$ cat src/rtl/deq_pkg.sv
package deq_pkg;

  // Fixed field widths of the stream payload.
  localparam int ELEMENT_W = 16;
  localparam int STATUS_W  = 2;
  localparam int OP_W      = 2;

  // Defaults for the top-level parameters.
  localparam int DEF_CAPACITY   = 64;
  localparam int DEF_VALUE_BITS = 16;

  typedef enum logic [OP_W-1:0] {
    OP_LOAD    = 2'd0,
    OP_REVERSE = 2'd1,
    OP_DELETE  = 2'd2,
    OP_FINISH  = 2'd3
  } op_t;

  typedef enum logic [STATUS_W-1:0] {
    ST_ELEMENT  = 2'd0,
    ST_EMPTY    = 2'd1,
    ST_ERROR    = 2'd2,
    ST_OVERFLOW = 2'd3
  } status_t;

  // Strobes from the controller to the element store.
  typedef struct packed {
    logic wr;
    logic rd;
  } mem_ctl_t;

endpackage

$ cat src/rtl/deq_store.sv
module deq_store #(
  parameter int CAPACITY  = 64,
  parameter int DATA_BITS = 16,
  localparam int AW = (CAPACITY > 1) ? $clog2(CAPACITY) : 1
) (
  input  logic                  clk,
  input  deq_pkg::mem_ctl_t     ctl,
  input  logic [AW-1:0]         wr_addr,
  input  logic [DATA_BITS-1:0]  wr_data,
  input  logic [AW-1:0]         rd_addr,
  output logic [DATA_BITS-1:0]  rd_data
);
  import deq_pkg::*;

  logic [DATA_BITS-1:0] mem [CAPACITY];

  // Read data holds until the next read, so the controller can park it.
  always_ff @(posedge clk) begin
    if (ctl.wr) begin
      mem[wr_addr] <= wr_data;
    end
    if (ctl.rd) begin
      rd_data <= mem[rd_addr];
    end
  end

endmodule

$ cat src/rtl/deq_ctrl.sv
module deq_ctrl #(
  parameter int CAPACITY  = 64,
  parameter int DATA_BITS = 16,
  localparam int AW = (CAPACITY > 1) ? $clog2(CAPACITY) : 1,
  localparam int CW = $clog2(CAPACITY + 1)
) (
  input  logic                          clk,
  input  logic                          rst,
  input  logic                          s_tvalid,
  output logic                          s_tready,
  input  logic [deq_pkg::ELEMENT_W-1:0] s_tdata,
  input  logic [deq_pkg::OP_W-1:0]      s_tuser,
  output logic                          m_tvalid,
  input  logic                          m_tready,
  output logic [deq_pkg::ELEMENT_W-1:0] m_tdata,
  output logic [deq_pkg::STATUS_W-1:0]  m_tuser,
  output logic                          m_tlast,
  output deq_pkg::mem_ctl_t             mem_ctl,
  output logic [AW-1:0]                 wr_addr,
  output logic [DATA_BITS-1:0]          wr_data,
  output logic [AW-1:0]                 rd_addr,
  input  logic [DATA_BITS-1:0]          rd_data
);
  import deq_pkg::*;

  typedef enum logic {IDLE, EMIT} state_t;

  state_t          state;
  logic [AW-1:0]   head;
  logic [CW-1:0]   count;
  logic            rev;
  logic            err;
  logic            ovf;
  status_t         mode;
  logic [CW-1:0]   idx;
  logic            pend;
  logic            pend_last;
  logic            out_valid;
  logic [ELEMENT_W-1:0] out_data;
  status_t         out_status;
  logic            out_last;

  logic            accept;
  op_t             op;
  logic            out_free;
  logic            issue;
  logic            move;
  logic            stat_go;
  logic [CW-1:0]   off;

  // Physical slot of a logical offset from the head, wrapped by one
  // compare and subtract as base < CAPACITY and offset <= CAPACITY.
  function automatic logic [AW-1:0] wrap_slot(input logic [AW-1:0] base,
                                               input logic [CW-1:0] ofs);
    logic [AW:0] sum;
    sum = (AW+1)'(base) + (AW+1)'(ofs);
    if (sum >= (AW+1)'(CAPACITY)) begin
      sum = sum - (AW+1)'(CAPACITY);
    end
    return sum[AW-1:0];
  endfunction

  assign s_tready = (state == IDLE);
  assign accept   = s_tvalid && s_tready;
  assign op       = op_t'(s_tuser);
  assign out_free = !out_valid || m_tready;

  assign issue   = (state == EMIT) && (mode == ST_ELEMENT) && (idx != count)
                   && (!pend || out_free);
  assign move    = pend && out_free;
  assign stat_go = (state == EMIT) && (mode != ST_ELEMENT) && out_free;

  assign off     = rev ? (count - CW'(1) - idx) : idx;
  assign rd_addr = wrap_slot(head, off);
  assign wr_addr = wrap_slot(head, count);
  assign wr_data = s_tdata[DATA_BITS-1:0];

  assign mem_ctl.wr = accept && (op == OP_LOAD) && (count != CW'(CAPACITY));
  assign mem_ctl.rd = issue;

  assign m_tvalid = out_valid;
  assign m_tdata  = out_data;
  assign m_tuser  = out_status;
  assign m_tlast  = out_last;

  always_ff @(posedge clk) begin
    if (rst) begin
      state     <= IDLE;
      head      <= '0;
      count     <= '0;
      rev       <= 1'b0;
      err       <= 1'b0;
      ovf       <= 1'b0;
      pend      <= 1'b0;
      out_valid <= 1'b0;
    end else begin
      if (out_free) begin
        out_valid <= move || stat_go;
      end
      if (move) begin
        out_data   <= ELEMENT_W'(rd_data);
        out_status <= ST_ELEMENT;
        out_last   <= pend_last;
      end else if (stat_go) begin
        out_data   <= '0;
        out_status <= mode;
        out_last   <= 1'b1;
      end

      if (issue) begin
        pend      <= 1'b1;
        pend_last <= (idx == count - CW'(1));
        idx       <= idx + CW'(1);
      end else if (move) begin
        pend <= 1'b0;
      end

      case (state)
        IDLE: begin
          if (accept) begin
            case (op)
              OP_LOAD: begin
                if (count == CW'(CAPACITY)) begin
                  ovf <= 1'b1;
                end else begin
                  count <= count + CW'(1);
                end
              end
              OP_REVERSE: begin
                rev <= !rev;
              end
              OP_DELETE: begin
                if (!err) begin
                  if (count == '0) begin
                    err <= 1'b1;
                  end else begin
                    if (!rev) begin
                      head <= wrap_slot(head, CW'(1));
                    end
                    count <= count - CW'(1);
                  end
                end
              end
              OP_FINISH: begin
                idx   <= '0;
                state <= EMIT;
                if (err) begin
                  mode <= ST_ERROR;
                end else if (ovf) begin
                  mode <= ST_OVERFLOW;
                end else if (count == '0) begin
                  mode <= ST_EMPTY;
                end else begin
                  mode <= ST_ELEMENT;
                end
              end
              default: begin
              end
            endcase
          end
        end
        EMIT: begin
          if (stat_go || (move && pend_last)) begin
            state <= IDLE;
            head  <= '0;
            count <= '0;
            rev   <= 1'b0;
            err   <= 1'b0;
            ovf   <= 1'b0;
          end
        end
        default: begin
          state <= IDLE;
        end
      endcase
    end
  end

endmodule

$ cat src/rtl/reversible_deque_engine.sv
// Reversible deque engine. Each input transfer carries an operation in
// s_tuser and a value in s_tdata: load appends the value at the tail,
// reverse flips the logical direction, delete drops the logical front,
// and finish streams the held values in logical order (or a single empty,
// error or overflow status with tlast set) and then clears the buffer for
// the next case. Load, reverse and delete never produce an output transfer,
// so they keep flowing even while an earlier result waits in the output
// register. A finish holding values keeps s_tready low until the last value
// has moved into the output register: the values are fetched one per cycle,
// while the output side does not stall, through the single read port of the
// element store, whose read data is registered. A finish that reports a
// status keeps s_tready low until the status is placed in the output
// register. Loads into a full buffer are dropped and reported as overflow at
// the next finish; a delete on an empty buffer is reported as an error,
// which wins over overflow.
module reversible_deque_engine #(
  parameter int CAPACITY   = deq_pkg::DEF_CAPACITY,
  parameter int VALUE_BITS = deq_pkg::DEF_VALUE_BITS
) (
  input  logic                          clk,
  input  logic                          rst,
  input  logic                          s_tvalid,
  output logic                          s_tready,
  input  logic [deq_pkg::ELEMENT_W-1:0] s_tdata,  // [15:0] value
  input  logic [deq_pkg::OP_W-1:0]      s_tuser,  // [1:0] operation
  output logic                          m_tvalid,
  input  logic                          m_tready,
  output logic [deq_pkg::ELEMENT_W-1:0] m_tdata,  // [15:0] element
  output logic [deq_pkg::STATUS_W-1:0]  m_tuser,  // [1:0] status
  output logic                          m_tlast
);
  import deq_pkg::*;

  // Only the low bits of a value that both the value mask and the
  // element field keep need storage.
  localparam int DATA_BITS = (VALUE_BITS < ELEMENT_W) ? VALUE_BITS : ELEMENT_W;
  localparam int AW        = (CAPACITY > 1) ? $clog2(CAPACITY) : 1;

  mem_ctl_t             mem_ctl;
  logic [AW-1:0]        wr_addr;
  logic [DATA_BITS-1:0] wr_data;
  logic [AW-1:0]        rd_addr;
  logic [DATA_BITS-1:0] rd_data;

  // Sequencer: pointers, direction and error flags, finish readout and
  // the output register.
  deq_ctrl #(
    .CAPACITY  (CAPACITY),
    .DATA_BITS (DATA_BITS)
  ) u_ctrl (
    .clk      (clk),
    .rst      (rst),
    .s_tvalid (s_tvalid),
    .s_tready (s_tready),
    .s_tdata  (s_tdata),
    .s_tuser  (s_tuser),
    .m_tvalid (m_tvalid),
    .m_tready (m_tready),
    .m_tdata  (m_tdata),
    .m_tuser  (m_tuser),
    .m_tlast  (m_tlast),
    .mem_ctl  (mem_ctl),
    .wr_addr  (wr_addr),
    .wr_data  (wr_data),
    .rd_addr  (rd_addr),
    .rd_data  (rd_data)
  );

  // Circular element store. A load writes at the edge it is accepted, and
  // the first readout of a finish is issued only once the controller is in
  // EMIT, after the finish is accepted, so no forwarding is needed.
  deq_store #(
    .CAPACITY  (CAPACITY),
    .DATA_BITS (DATA_BITS)
  ) u_store (
    .clk     (clk),
    .ctl     (mem_ctl),
    .wr_addr (wr_addr),
    .wr_data (wr_data),
    .rd_addr (rd_addr),
    .rd_data (rd_data)
  );

endmodule

$ cat config.mk
export PLATFORM = sky130hd
export DESIGN_NAME = reversible_deque_engine
export DESIGN_NICKNAME = d
export VERILOG_FILES = /design/src/rtl/deq_pkg.sv /design/src/rtl/deq_store.sv /design/src/rtl/deq_ctrl.sv /design/src/rtl/reversible_deque_engine.sv
export SDC_FILE = /design/constraint.sdc
export NUM_CORES = 1
export LEC_CHECK = 0
export BUFFER_PORTS_ARGS = -buffer_cell sky130_fd_sc_hd__clkbuf_2
export CELL_PAD_IN_SITES_DETAIL_PLACEMENT = 2
export CELL_PAD_IN_SITES_GLOBAL_PLACEMENT = 2
export CORE_ASPECT_RATIO = 0.7
export CORE_MARGIN = 10
export CORE_UTILIZATION = 55
export DETAILED_ROUTE_END_ITERATION = 8
export PLACE_DENSITY_LB_ADDON = 0.1
export SYNTH_ARGS = -nofsm -noshare
export SYNTH_HDL_FRONTEND = slang
export SYNTH_SLANG_ARGS = --single-unit
$ cat constraint.sdc
create_clock -name clk -period 11.79 [get_ports clk]
set_input_delay 1.179 -clock clk [delete_from_list [all_inputs] [get_ports clk]]
set_output_delay 1.179 -clock clk [all_outputs]
set_load 0.02 [all_outputs]
==> flow_metrics.tcl, run 1 <==
set metrics [dict create \
    synth_compound_area_share_pct 1.00 \
    synth_mux_area_share_pct 18.0 \
    syn_avg_cell_area_um2 22.3 \
    synth-xor-area-share_pct 0.779 \
    dp.final_hpwl_um 90700 \
    firstError "[ERROR DPL-0033] detailed placement checks failed during check placement." \
    synth_nets 1961 \
    die_x_um 353 \
    synthSimpleGateAreaFrac_pct 2.43 \
    ys_seq_area_share_pct 76.0 \
    synth_flop_cell "edfxtp_1" \
    ys_ff_latch 1088 \
    synth_area_um2 42700 \
    synth_cell_type_count 47 \
    yosysTopAreaCell "edfxtp_1" \
    synthArstFlopShare_pct 0 \
    netlist_top_cells_area "edfxtp_1 (75%), mux4_2 (17%), mux2i_1 (1.1%), nor2_1 (0.97%), dfxtp_1 (0.89%)" \
    status "aborted with a tool error" \
    synth_edf_count 1069 \
    row_count 85 \
    netlist_instances 1916 \
    die_h_um 253 \
    synth_top_area_share_pct 75.1 \
    lastStage "detailed placement (3_5_place_dp)" \
    synth_top_family_by_area "multiplexers" \
    placement.io_buffers 42 \
    ys_warn_count 0 \
    synth_fa_ha_area_share_pct 0.726 \
    gp_congestion 0.811 \
    ioPinCount 43 \
    initial_core_util_pct 55.5 \
]
-- Yosys cell counts, types with 18 or more instances --
library cell	n
a21oi_1	28
and2_1	18
buf_1	19
clkbuf_1	50
dfxtp_1	19
edfxtp_1	1069
ha_1	20
mux2i_1	49
mux4_2	320
nand2_1	32
nor2_1	110
xnor2_1	24
-- kinds of logic after synthesis --
kind of cell,count (synthesis)
flip-flops,1088
multiplexers,369
AND/OR/NAND/NOR,224
buffers and inverters,106
AO/OA/AOI/OAI,68
XOR/XNOR,38
adder cells (fa/ha/maj),23
-- through the flow --
step / instance area (um2) / setup slack, ns / cells / hold slack (ns)
2_1_floorplan: 42700 / 7.40 / 1916 / 0.451
3_3_place_gp: 44800 / 5.66 / 2999 / 0.478
==> run 2: changes to the inputs <==
Settings changed: CELL_PAD_IN_SITES_DETAIL_PLACEMENT 2 to not set, CELL_PAD_IN_SITES_GLOBAL_PLACEMENT 2 to not set, CORE_ASPECT_RATIO 0.7 to not set, CORE_UTILIZATION 55 to 40, PLACE_DENSITY_LB_ADDON 0.1 to 0.15.
==> run 2 against run 1 <==
Net effect:
- the flow now finishes without violations
- synthesized cell count unchanged
- area after synthesis unchanged
==> flow_metrics.tcl, run 2 <==
set metrics [dict create \
    gp_congestion 0.792 \
    crit_arrival_ns 6.54 \
    ctsRootBufferMaster "clkbuf_16" \
    track_usage_pct 17.6 \
    drt-initial-drc-count 1604 \
    top_register "u_store.mem" \
    drive_gt1_share_pct 31.2 \
    clock_path_buffers 3 \
    required_ns 12.22 \
    min_period_ns 6.11 \
    wirelength_um 107000 \
    max_slew_margin_pct 11.0 \
    dieArea_um2 120000 \
    crit_path_max_incr_delay_ns 1.29 \
    core_area_um2 106000 \
    end_kind "register" \
    first_global_vias 20700 \
    die_x_um 347 \
    synth_edf_count 1069 \
    period_share_pct 51.8 \
    syn2layout_area_growth_pct 13.8 \
    ys_seq_area_share_pct 76.0 \
    timing.hold.ws_ns 0.486 \
    worstPathCellList "inv_1 -> ha_1 -> inv_1 -> fa_1 -> nand2_1 -> o21ai_0 -> fa_4 -> buf_12 -> buf_4 -> mux4_2 -> mux4_2 -> mux2i_1 -> mux2i_1" \
    die_h_um 347 \
    p_per_area_nw_per_um2 173 \
    grt_pass1_wl_um 153000 \
    grt_max_degree 143 \
    placement.io_buffers 42 \
    r2r_setup_slack_ns 5.68 \
    hold_viol 0 \
    row_count 119 \
    synth_area_um2 42700 \
    cp-startpoint "u_ctrl.count[1]$_SDFFE_PP0P_" \
    cts_hold_buf 0 \
    synth_cell_type_count 47 \
    slowest_stage "fa_4" \
    fin_skew_ns 0.0267 \
    critical_path_depth 13 \
    r2r_end "u_store.rd_data[14]$_DFFE_PP_" \
    synthArstFlopShare_pct 0 \
    final_common_cell "edfxtp_1" \
    h-tree-depth 3 \
    worstReg2RegStart "u_ctrl.count[1]$_SDFFE_PP0P_" \
    drc_errors 0 \
    synth_compound_area_share_pct 1.00 \
    dr.pass1.iters 5 \
    fin_setup_tns_ns 0 \
    synth_flop_cell "edfxtp_1" \
    fmaxAchievable_mhz 164 \
    path_class "register to register" \
    multi_input_area_um2 9970 \
    fillers 8800 \
    yosysTopAreaCell "edfxtp_1" \
    synth_top_family_by_area "multiplexers" \
    antenna_cells 0 \
    dr_total_vias 20100 \
    yosysMostFrequentCell "edfxtp_1" \
    cts_resized 0 \
    ioPinCount 43 \
    synth-xor-area-share_pct 0.779 \
    initial_core_util_pct 40.4 \
    antenna_found_initial 2 \
    routed_via_density 5.65 \
    cts_tree "yes" \
    worst_pin_slew_ns 1.33 \
    finalMaxSlewViolations 0 \
    netlist_top_cells_area "edfxtp_1 (75%), mux4_2 (17%), mux2i_1 (1.1%), nor2_1 (0.97%), dfxtp_1 (0.89%)" \
    ys_ff_latch 1088 \
    crit_family "adder cells" \
    critPathCapture "u_store.rd_data[14]$_DFFE_PP_" \
    clock_latency_ns 0.69 \
    dp.final_hpwl_um 57300 \
    largest_register_ffs 1024 \
    nNetsFinal 2118 \
    finalInstanceArea_um2 48700 \
    hold_path_class "register to register" \
    wl_per_cell_um 30.1 \
    p_leak_nw 15.3 \
    synth_mux_area_share_pct 18.0 \
    ff_latch_area_um2 32500 \
    gr-total-overflow 0 \
    status "completed" \
    synth_fa_ha_area_share_pct 0.726 \
    syn_avg_cell_area_um2 22.3 \
    final_cell_mix "edfxtp_1 (1069), mux4_2 (320), clkbuf_16 (110)" \
    ant_nets 0 \
    drv_cap 0 \
    start_kind "register" \
    synth_nets 1961 \
    cts.reportedPaths.clkPinSlew_ns 0.06 \
    cp_num_buf_inv 4 \
    synthTopCellsByCount "edfxtp_1 (1069), mux4_2 (320), nor2_1 (110)" \
    rsz0062_at_grt "no" \
    ir_drop_mv 0.124 \
    crit_path_max_fanout 142 \
    rr_worst_depth 13 \
    synth_top_area_share_pct 75.1 \
    ys_warn_count 0 \
    cts_setup_buffers 0 \
    numClockSinks 1088 \
    netlist_instances 1916 \
    placed_area_um2 45200 \
    synthSimpleGateAreaFrac_pct 2.43 \
    final-setup-viol-count 0 \
    cts_made_buffers 110 \
]
-- run 2: cell counts after synthesis --
Identical to the previous run, type by type.
-- run 2: logic make-up after synthesis --
| logic type | Yosys count |
|---|---|
| buffers and inverters | 106 |
| multiplexers | 369 |
| AND/OR/NAND/NOR | 224 |
| flip-flops | 1088 |
| adder cells (fa/ha/maj) | 23 |
| XOR/XNOR | 38 |
| AO/OA/AOI/OAI | 68 |
-- run 2: worst reg2reg max path, cell delays in order, from the launching register on --
cell     delay [ns]
dfxtp_1        0.59
inv_1          0.15
ha_1           0.31
inv_1          0.14
fa_1           0.43
nand2_1        0.08
o21ai_0        0.15
fa_4           1.29
buf_12         0.70
buf_4          0.71
mux4_2         0.41
mux4_2         0.52
mux2i_1        0.25
mux2i_1        0.12
-- run 2: per-stage QoR --
stage	power [mW]	util (%)	setup WS [ns]	cells
after floorplan	4.86	-	7.40	1916
after global placement	5.14	42.8	5.66	3352
after detailed placement	5.15	42.8	5.61	3352
after CTS	8.50	46.0	5.63	3558
after global routing	8.68	46.0	5.38	3558
final	8.40	46.0	5.68	3558
-- run 2: metal layers --
metal	GRT usage, %	vias to the layer above	wire [um]
li1	-	8370	-
met1	24.8	11000	47000
met2	28.7	584	52100
met3	2.75	117	5920
met4	4.47	0	2020
met5	0	-	0
-- run 2: area by class of cell --
class / instances / area share [%]
sequential: 1088 / 66.7
multi-input combinational: 722 / 20.5
clock buffer: 124 / 5.76
tap: 1391 / 3.58
timing repair buffer: 134 / 1.95
clock inverter: 82 / 1.35
inverter: 17 / 0.131
-- run 2: worst min-delay path by stage --
| stage | from | end | slack (ns) | cells past startpoint |
|---|---|---|---|---|
| after floorplan | u_ctrl.ovf$_SDFFE_PP0P_ | u_ctrl.ovf$_SDFFE_PP0P_ | 0.45 | 2 |
| after global placement | u_ctrl.ovf$_SDFFE_PP0P_ | u_ctrl.ovf$_SDFFE_PP0P_ | 0.48 | 2 |
| after detailed placement | u_ctrl.ovf$_SDFFE_PP0P_ | u_ctrl.ovf$_SDFFE_PP0P_ | 0.48 | 2 |
| after CTS | u_ctrl.ovf$_SDFFE_PP0P_ | u_ctrl.ovf$_SDFFE_PP0P_ | 0.49 | 2 |
| after global routing | u_ctrl.pend$_SDFFE_PP0P_ | u_ctrl.pend$_SDFFE_PP0P_ | 0.54 | 2 |
| final | u_ctrl.ovf$_SDFFE_PP0P_ | u_ctrl.ovf$_SDFFE_PP0P_ | 0.49 | 2 |
-- run 2: power by group --
part | internal [mW] | switching, mW | total (mW)
clock | 1.87 | 1.48 | 3.35
combinational | 0.350 | 0.429 | 0.779
sequential | 4.26 | 0.00981 | 4.27
total | 6.48 | 1.92 | 8.40
(Power assumes the default switching activity.)
==> run 3: changes to the inputs <==
Clock period 11.79 ns to 5.7 ns, I/O delays scaled along.
==> run 3 against run 2 <==
Net effect:
- final area increased by 1.4%
- first-iteration DRC count is 18% higher
- clock-buffer cell count up 5
- largest power group unchanged
==> flow_metrics.tcl, run 3 (synthesis gave the netlist of run 2 again) <==
set metrics [dict create \
    wl_per_cell_um 29.8 \
    dr_total_vias 20100 \
    drv_cap 0 \
    syn2layout_area_growth_pct 15.4 \
    drt-met1-wl_um 47900 \
    largest_register_ffs 1024 \
    wl_met2_um 52400 \
    ctsRootBufferMaster "clkbuf_16" \
    core_area_um2 106000 \
    die_h_um 347 \
    start_kind "register" \
    worst_pin_slew_ns 1.01 \
    routed_via_density 5.60 \
    final-setup-viol-count 0 \
    crit_path_max_incr_delay_ns 1.21 \
    clock_latency_ns 0.70 \
    initial_core_util_pct 40.4 \
    nNetsFinal 2146 \
    status "completed" \
    numClockSinks 1088 \
    max_slew_margin_pct 32.1 \
    dr_wl_met3_um 4730 \
    cts_setup_buffers 0 \
    ant_nets 0 \
    pwr-share-clk_pct 41.3 \
    power_frac_seq_pct 49.2 \
    cts.reportedPaths.clkPinSlew_ns 0.06 \
    h-tree-depth 3 \
    first_global_vias 21100 \
    fmaxAchievable_mhz 187 \
    drive_gt1_share_pct 31.8 \
    top_register "u_store.mem" \
    ioPinCount 43 \
    grt_pass1_wl_um 155000 \
    combPwrFrac_pct 9.5 \
    period_share_pct 93.9 \
    dr.pass1.iters 4 \
    fin_skew_ns 0.0255 \
    gr-total-overflow 0 \
    path_class "register to register" \
    intPower_mw 13.9 \
    min_period_ns 5.35 \
    dr.max_layer_used "met4" \
    end_kind "register" \
    final_common_cell "edfxtp_1" \
    p_sw_share_pct 22.6 \
    fillers 8718 \
    cts_resized 0 \
    slowest_stage "fa_4" \
    hold_path_class "input pin to register" \
    cts_made_buffers 114 \
    rsz0062_at_grt "no" \
    antenna_found_initial 0 \
    final_cell_mix "edfxtp_1 (1069), mux4_2 (320), clkbuf_16 (115)" \
    ir_drop_mv 0.271 \
    track_usage_pct 17.7 \
    p_leak_nw 15.6 \
    dp.final_hpwl_um 60900 \
    dieArea_um2 120000 \
    hold_viol 0 \
    row_count 119 \
    drt-initial-drc-count 1888 \
    gp_congestion 0.811 \
    crit_arrival_ns 5.77 \
    cts_tree "yes" \
    drc_errors 0 \
    finalMaxSlewViolations 0 \
    p_per_area_nw_per_um2 364 \
    crit_path_max_fanout 42 \
    die_x_um 347 \
    wirelength_um 107000 \
    fin_setup_tns_ns 0 \
    cts_hold_buf 0 \
    placement.io_buffers 42 \
    utilization_pct 46.7 \
    required_ns 6.12 \
    worstPathCellList "inv_1 -> ha_1 -> inv_1 -> fa_1 -> nand2_1 -> o21ai_0 -> fa_4 -> buf_12 -> mux4_2 -> mux4_2 -> mux2i_1 -> mux2i_1" \
    clock_path_buffers 3 \
    grt_max_degree 65 \
    p_sw_mw 4.06 \
]
run 3: final timing paths:
check / startpoint / end / slack [ns] / cells past startpoint
setup / recovery: u_ctrl.count[0]$_SDFFE_PP0P_ / u_store.rd_data[12]$_DFFE_PP_ / 0.35 / 12
hold / removal: m_tready / u_ctrl.pend$_SDFFE_PP0P_ / 0.27 / 4
setup reg to reg: u_ctrl.count[0]$_SDFFE_PP0P_ / u_store.rd_data[12]$_DFFE_PP_ / 0.35 / 12
hold reg to reg: u_ctrl.pend$_SDFFE_PP0P_ / u_ctrl.pend$_SDFFE_PP0P_ / 0.50 / 2
run 3: area by class of cell:
| class | instances | area (um2) | share of cell area (%) |
|---|---|---|---|
| clock inverters | 84 | 825 | 1.67 |
| inverters | 17 | 63.8 | 0.129 |
| well taps | 1391 | 1740 | 3.53 |
| repair buffers | 158 | 1320 | 2.67 |
| flip-flops and latches | 1088 | 32500 | 65.8 |
| clock buffers | 129 | 2930 | 5.94 |
| multi-input cells | 722 | 9970 | 20.2 |
| diodes | 1 | 2.50 | 0.00507 |
run 3: per-layer routing:
layer	GRT usage, %	up-vias
met5	0	-
met4	4.58	0
met3	2.21	119
met2	28.9	570
met1	25.1	11000
li1	-	8441
run 3: power groups by stage:
stage | clock network, mW | registers [mW] | logic, mW
2_1_floorplan | 0 | 8.99 | 1.07
3_3_place_gp | 0 | 9.00 | 1.72
3_5_place_dp | 0 | 9.00 | 1.74
4_1_cts | 7.57 | 8.83 | 1.74
5_1_grt | 7.91 | 8.83 | 1.81
6_report | 7.41 | 8.83 | 1.70
run 3: critical path, delay by kind of cell (launching register included):
family	cells	cell delay (ns)
flip-flops	1	0.52
adder cells (fa/ha/maj)	3	1.96
AND/OR/NAND/NOR	1	0.08
AO/OA/AOI/OAI	1	0.16
buffers and inverters	3	0.59
multiplexers	4	1.67
run 3: stage by stage:
step / hold WS, ns / worst slack, ns / power [mW] / cell area, um2 / std cells
final: 0.272 / 0.346 / 17.9 / 49300 / 3590
after global routing: 0.286 / 0.231 / 18.6 / 49300 / 3589
after CTS: 0.230 / 0.372 / 18.1 / 49300 / 3589
after detailed placement: 0.485 / 0.371 / 10.7 / 45600 / 3376
after global placement: 0.483 / 0.435 / 10.7 / 45600 / 3376
after floorplan: 0.451 / 1.31 / 10.1 / 42700 / 1916
==> run 4: changes to the inputs <==
Settings changed: CORE_UTILIZATION 40 to 25.
==> run 4 against run 3 <==
Net effect:
- fmax rose by 2.3%
- setup slack improved by 0.12 ns
- combinational power rose by 3%
- critical path depth did not move
- clock skew rose by 0.025 ns
- total power rose by 1.4%
- critical endpoint is now u_store.rd_data[11]$_DFFE_PP_
- register-to-register slack improved by 0.12 ns
- clock power rose by 2.8%
- final area rose by 2.2%
- largest power group unchanged
- worst hold slack got worse by 0.0041 ns
==> flow_metrics.tcl, run 4 (synthesis gave the netlist of run 2 again) <==
set metrics [dict create \
    status "completed" \
    hold_viol 0 \
    ir_drop_mv 0.274 \
    worstHoldStart "m_tready" \
    cts_made_buffers 119 \
    grt_pass1_wl_um 170000 \
    cp_num_buf_inv 3 \
    r2r_setup_slack_ns 0.47 \
    routed_via_density 4.56 \
    syn2layout_area_growth_pct 17.9 \
    slowest_stage "fa_4" \
    utilization_pct 29.7 \
    placed_cells 4188 \
    wl_per_cell_um 27.5 \
    p_per_area_nw_per_um2 361 \
    gp_congestion 0.749 \
    dp.final_hpwl_um 68400 \
    worstPathCellList "inv_1 -> ha_1 -> inv_1 -> fa_1 -> nand2_1 -> o21ai_0 -> fa_4 -> buf_4 -> mux4_2 -> mux4_2 -> mux2i_1 -> mux2i_1" \
    period_share_pct 91.8 \
    dr_total_vias 20100 \
    gr-total-overflow 0 \
    nNetsFinal 2136 \
    layout.cells.non_filler 4408 \
    rsz0062_at_grt "no" \
    crit_family "adder cells" \
    crit_arrival_ns 5.69 \
    drv_cap 0 \
    drt-met1-wl_um 54400 \
    first_global_vias 21300 \
    ioPinCount 43 \
    ctsRootBufferMaster "clkbuf_16" \
    placement.io_buffers 42 \
    hold_path_class "input pin to register" \
    h-tree-depth 3 \
    dr_wl_met3_um 4920 \
    fin_setup_tns_ns 0 \
    cts_setup_buffers 0 \
    cp-startpoint "u_ctrl.count[0]$_SDFFE_PP0P_" \
    wl_met2_um 59600 \
    grt_max_degree 65 \
    max_slew_margin_pct 39.4 \
    drt-initial-drc-count 2079 \
    fmaxAchievable_mhz 191 \
    fin_skew_ns 0.0510 \
    cts.reportedPaths.clkPinSlew_ns 0.06 \
    dr.pass1.iters 5 \
    clock_path_buffers 3 \
    start_kind "register" \
    final-setup-viol-count 0 \
    row_count 151 \
    die_h_um 434 \
    die_x_um 434 \
    cts_hold_buf 0 \
    cts_resized 0 \
    top_register "u_store.mem" \
    worstReg2RegStart "u_ctrl.count[0]$_SDFFE_PP0P_" \
    drive_gt1_share_pct 32.3 \
    drc_errors 0 \
    numClockSinks 1088 \
    required_ns 6.16 \
    p_leak_nw 15.5 \
    finalMaxSlewViolations 0 \
    dieArea_um2 188000 \
    crit_path_max_fanout 30 \
    clock_latency_ns 0.74 \
    wirelength_um 121000 \
    antenna_found_initial 13 \
    track_usage_pct 12.8 \
    min_period_ns 5.23 \
    path_class "register to register" \
    cts_tree "yes" \
    end_kind "register" \
    crit_path_max_incr_delay_ns 1.03 \
    core_area_um2 170000 \
    dr.max_layer_used "met4" \
    initial_core_util_pct 25.2 \
    final_common_cell "edfxtp_1" \
    worst_pin_slew_ns 0.908 \
    ant_nets 0 \
    largest_register_ffs 1024 \
    final_cell_mix "edfxtp_1 (1069), mux4_2 (320), clkbuf_16 (122)" \
]
## run 4: cell types whose count changed in the layout (fill, tap and decap cells not counted), moves of 7 or more
cell       delta
clkbuf_1     +10
nor2_2        +8
buf_12        -8
clkbuf_16     +7
buf_4         -7
nor2_1       -26
nor2_4       +18
## run 4: worst reg2reg max path: cells and delay by family (launching register included)
family          cells  cell delay, ns
compound gates      1            0.17
fa+ha+maj           3            1.78
buf+inv             3            0.79
flops               1            0.55
mux                 4            1.61
simple gates        1            0.08
## run 4: final cells by class
type	count	area (um2)
multi-input combinational	722	10100
sequential	1088	32500
fill	16500	119000
clock inverter	71	692
clock buffer	146	3140
timing repair buffer	143	1110
tap	2218	2780
antenna	3	7.51
inverter	17	63.8
## run 4: worst paths after layout
path,cells past startpoint,to
max,12,u_store.rd_data[11]$_DFFE_PP_
min,4,u_ctrl.pend$_SDFFE_PP0P_
max reg2reg,12,u_store.rd_data[11]$_DFFE_PP_
min reg2reg,2,u_ctrl.ovf$_SDFFE_PP0P_
## run 4: where the power goes
part / internal [mW] / total (mW) / leakage (nW) / switching [mW]
Sequential: 8.81 / 8.83 / 9.77 / 0.0189
Combinational: 0.766 / 1.75 / 3.89 / 0.986
Clock: 4.43 / 7.62 / 1.86 / 3.18
Total: 14.0 / 18.2 / 15.5 / 4.19
## run 4: per-layer routing
metal,GRT usage [%],vias up
met5,0,-
met4,2.87,0
met1,17.6,11100
li1,-,8419
met3,2.04,145
met2,21.3,449
## run 4: stage by stage
step / setup slack, ns / hold WS (ns) / area [um2] / power [mW]
after floorplan: 1.31 / 0.451 / 42700 / 10.1
after global placement: 0.341 / 0.488 / 46500 / 10.8
after detailed placement: 0.354 / 0.476 / 46500 / 10.8
after CTS: 0.349 / 0.201 / 50400 / 18.5
after global routing: 0.0504 / 0.239 / 50400 / 18.8
final: 0.469 / 0.268 / 50400 / 18.2
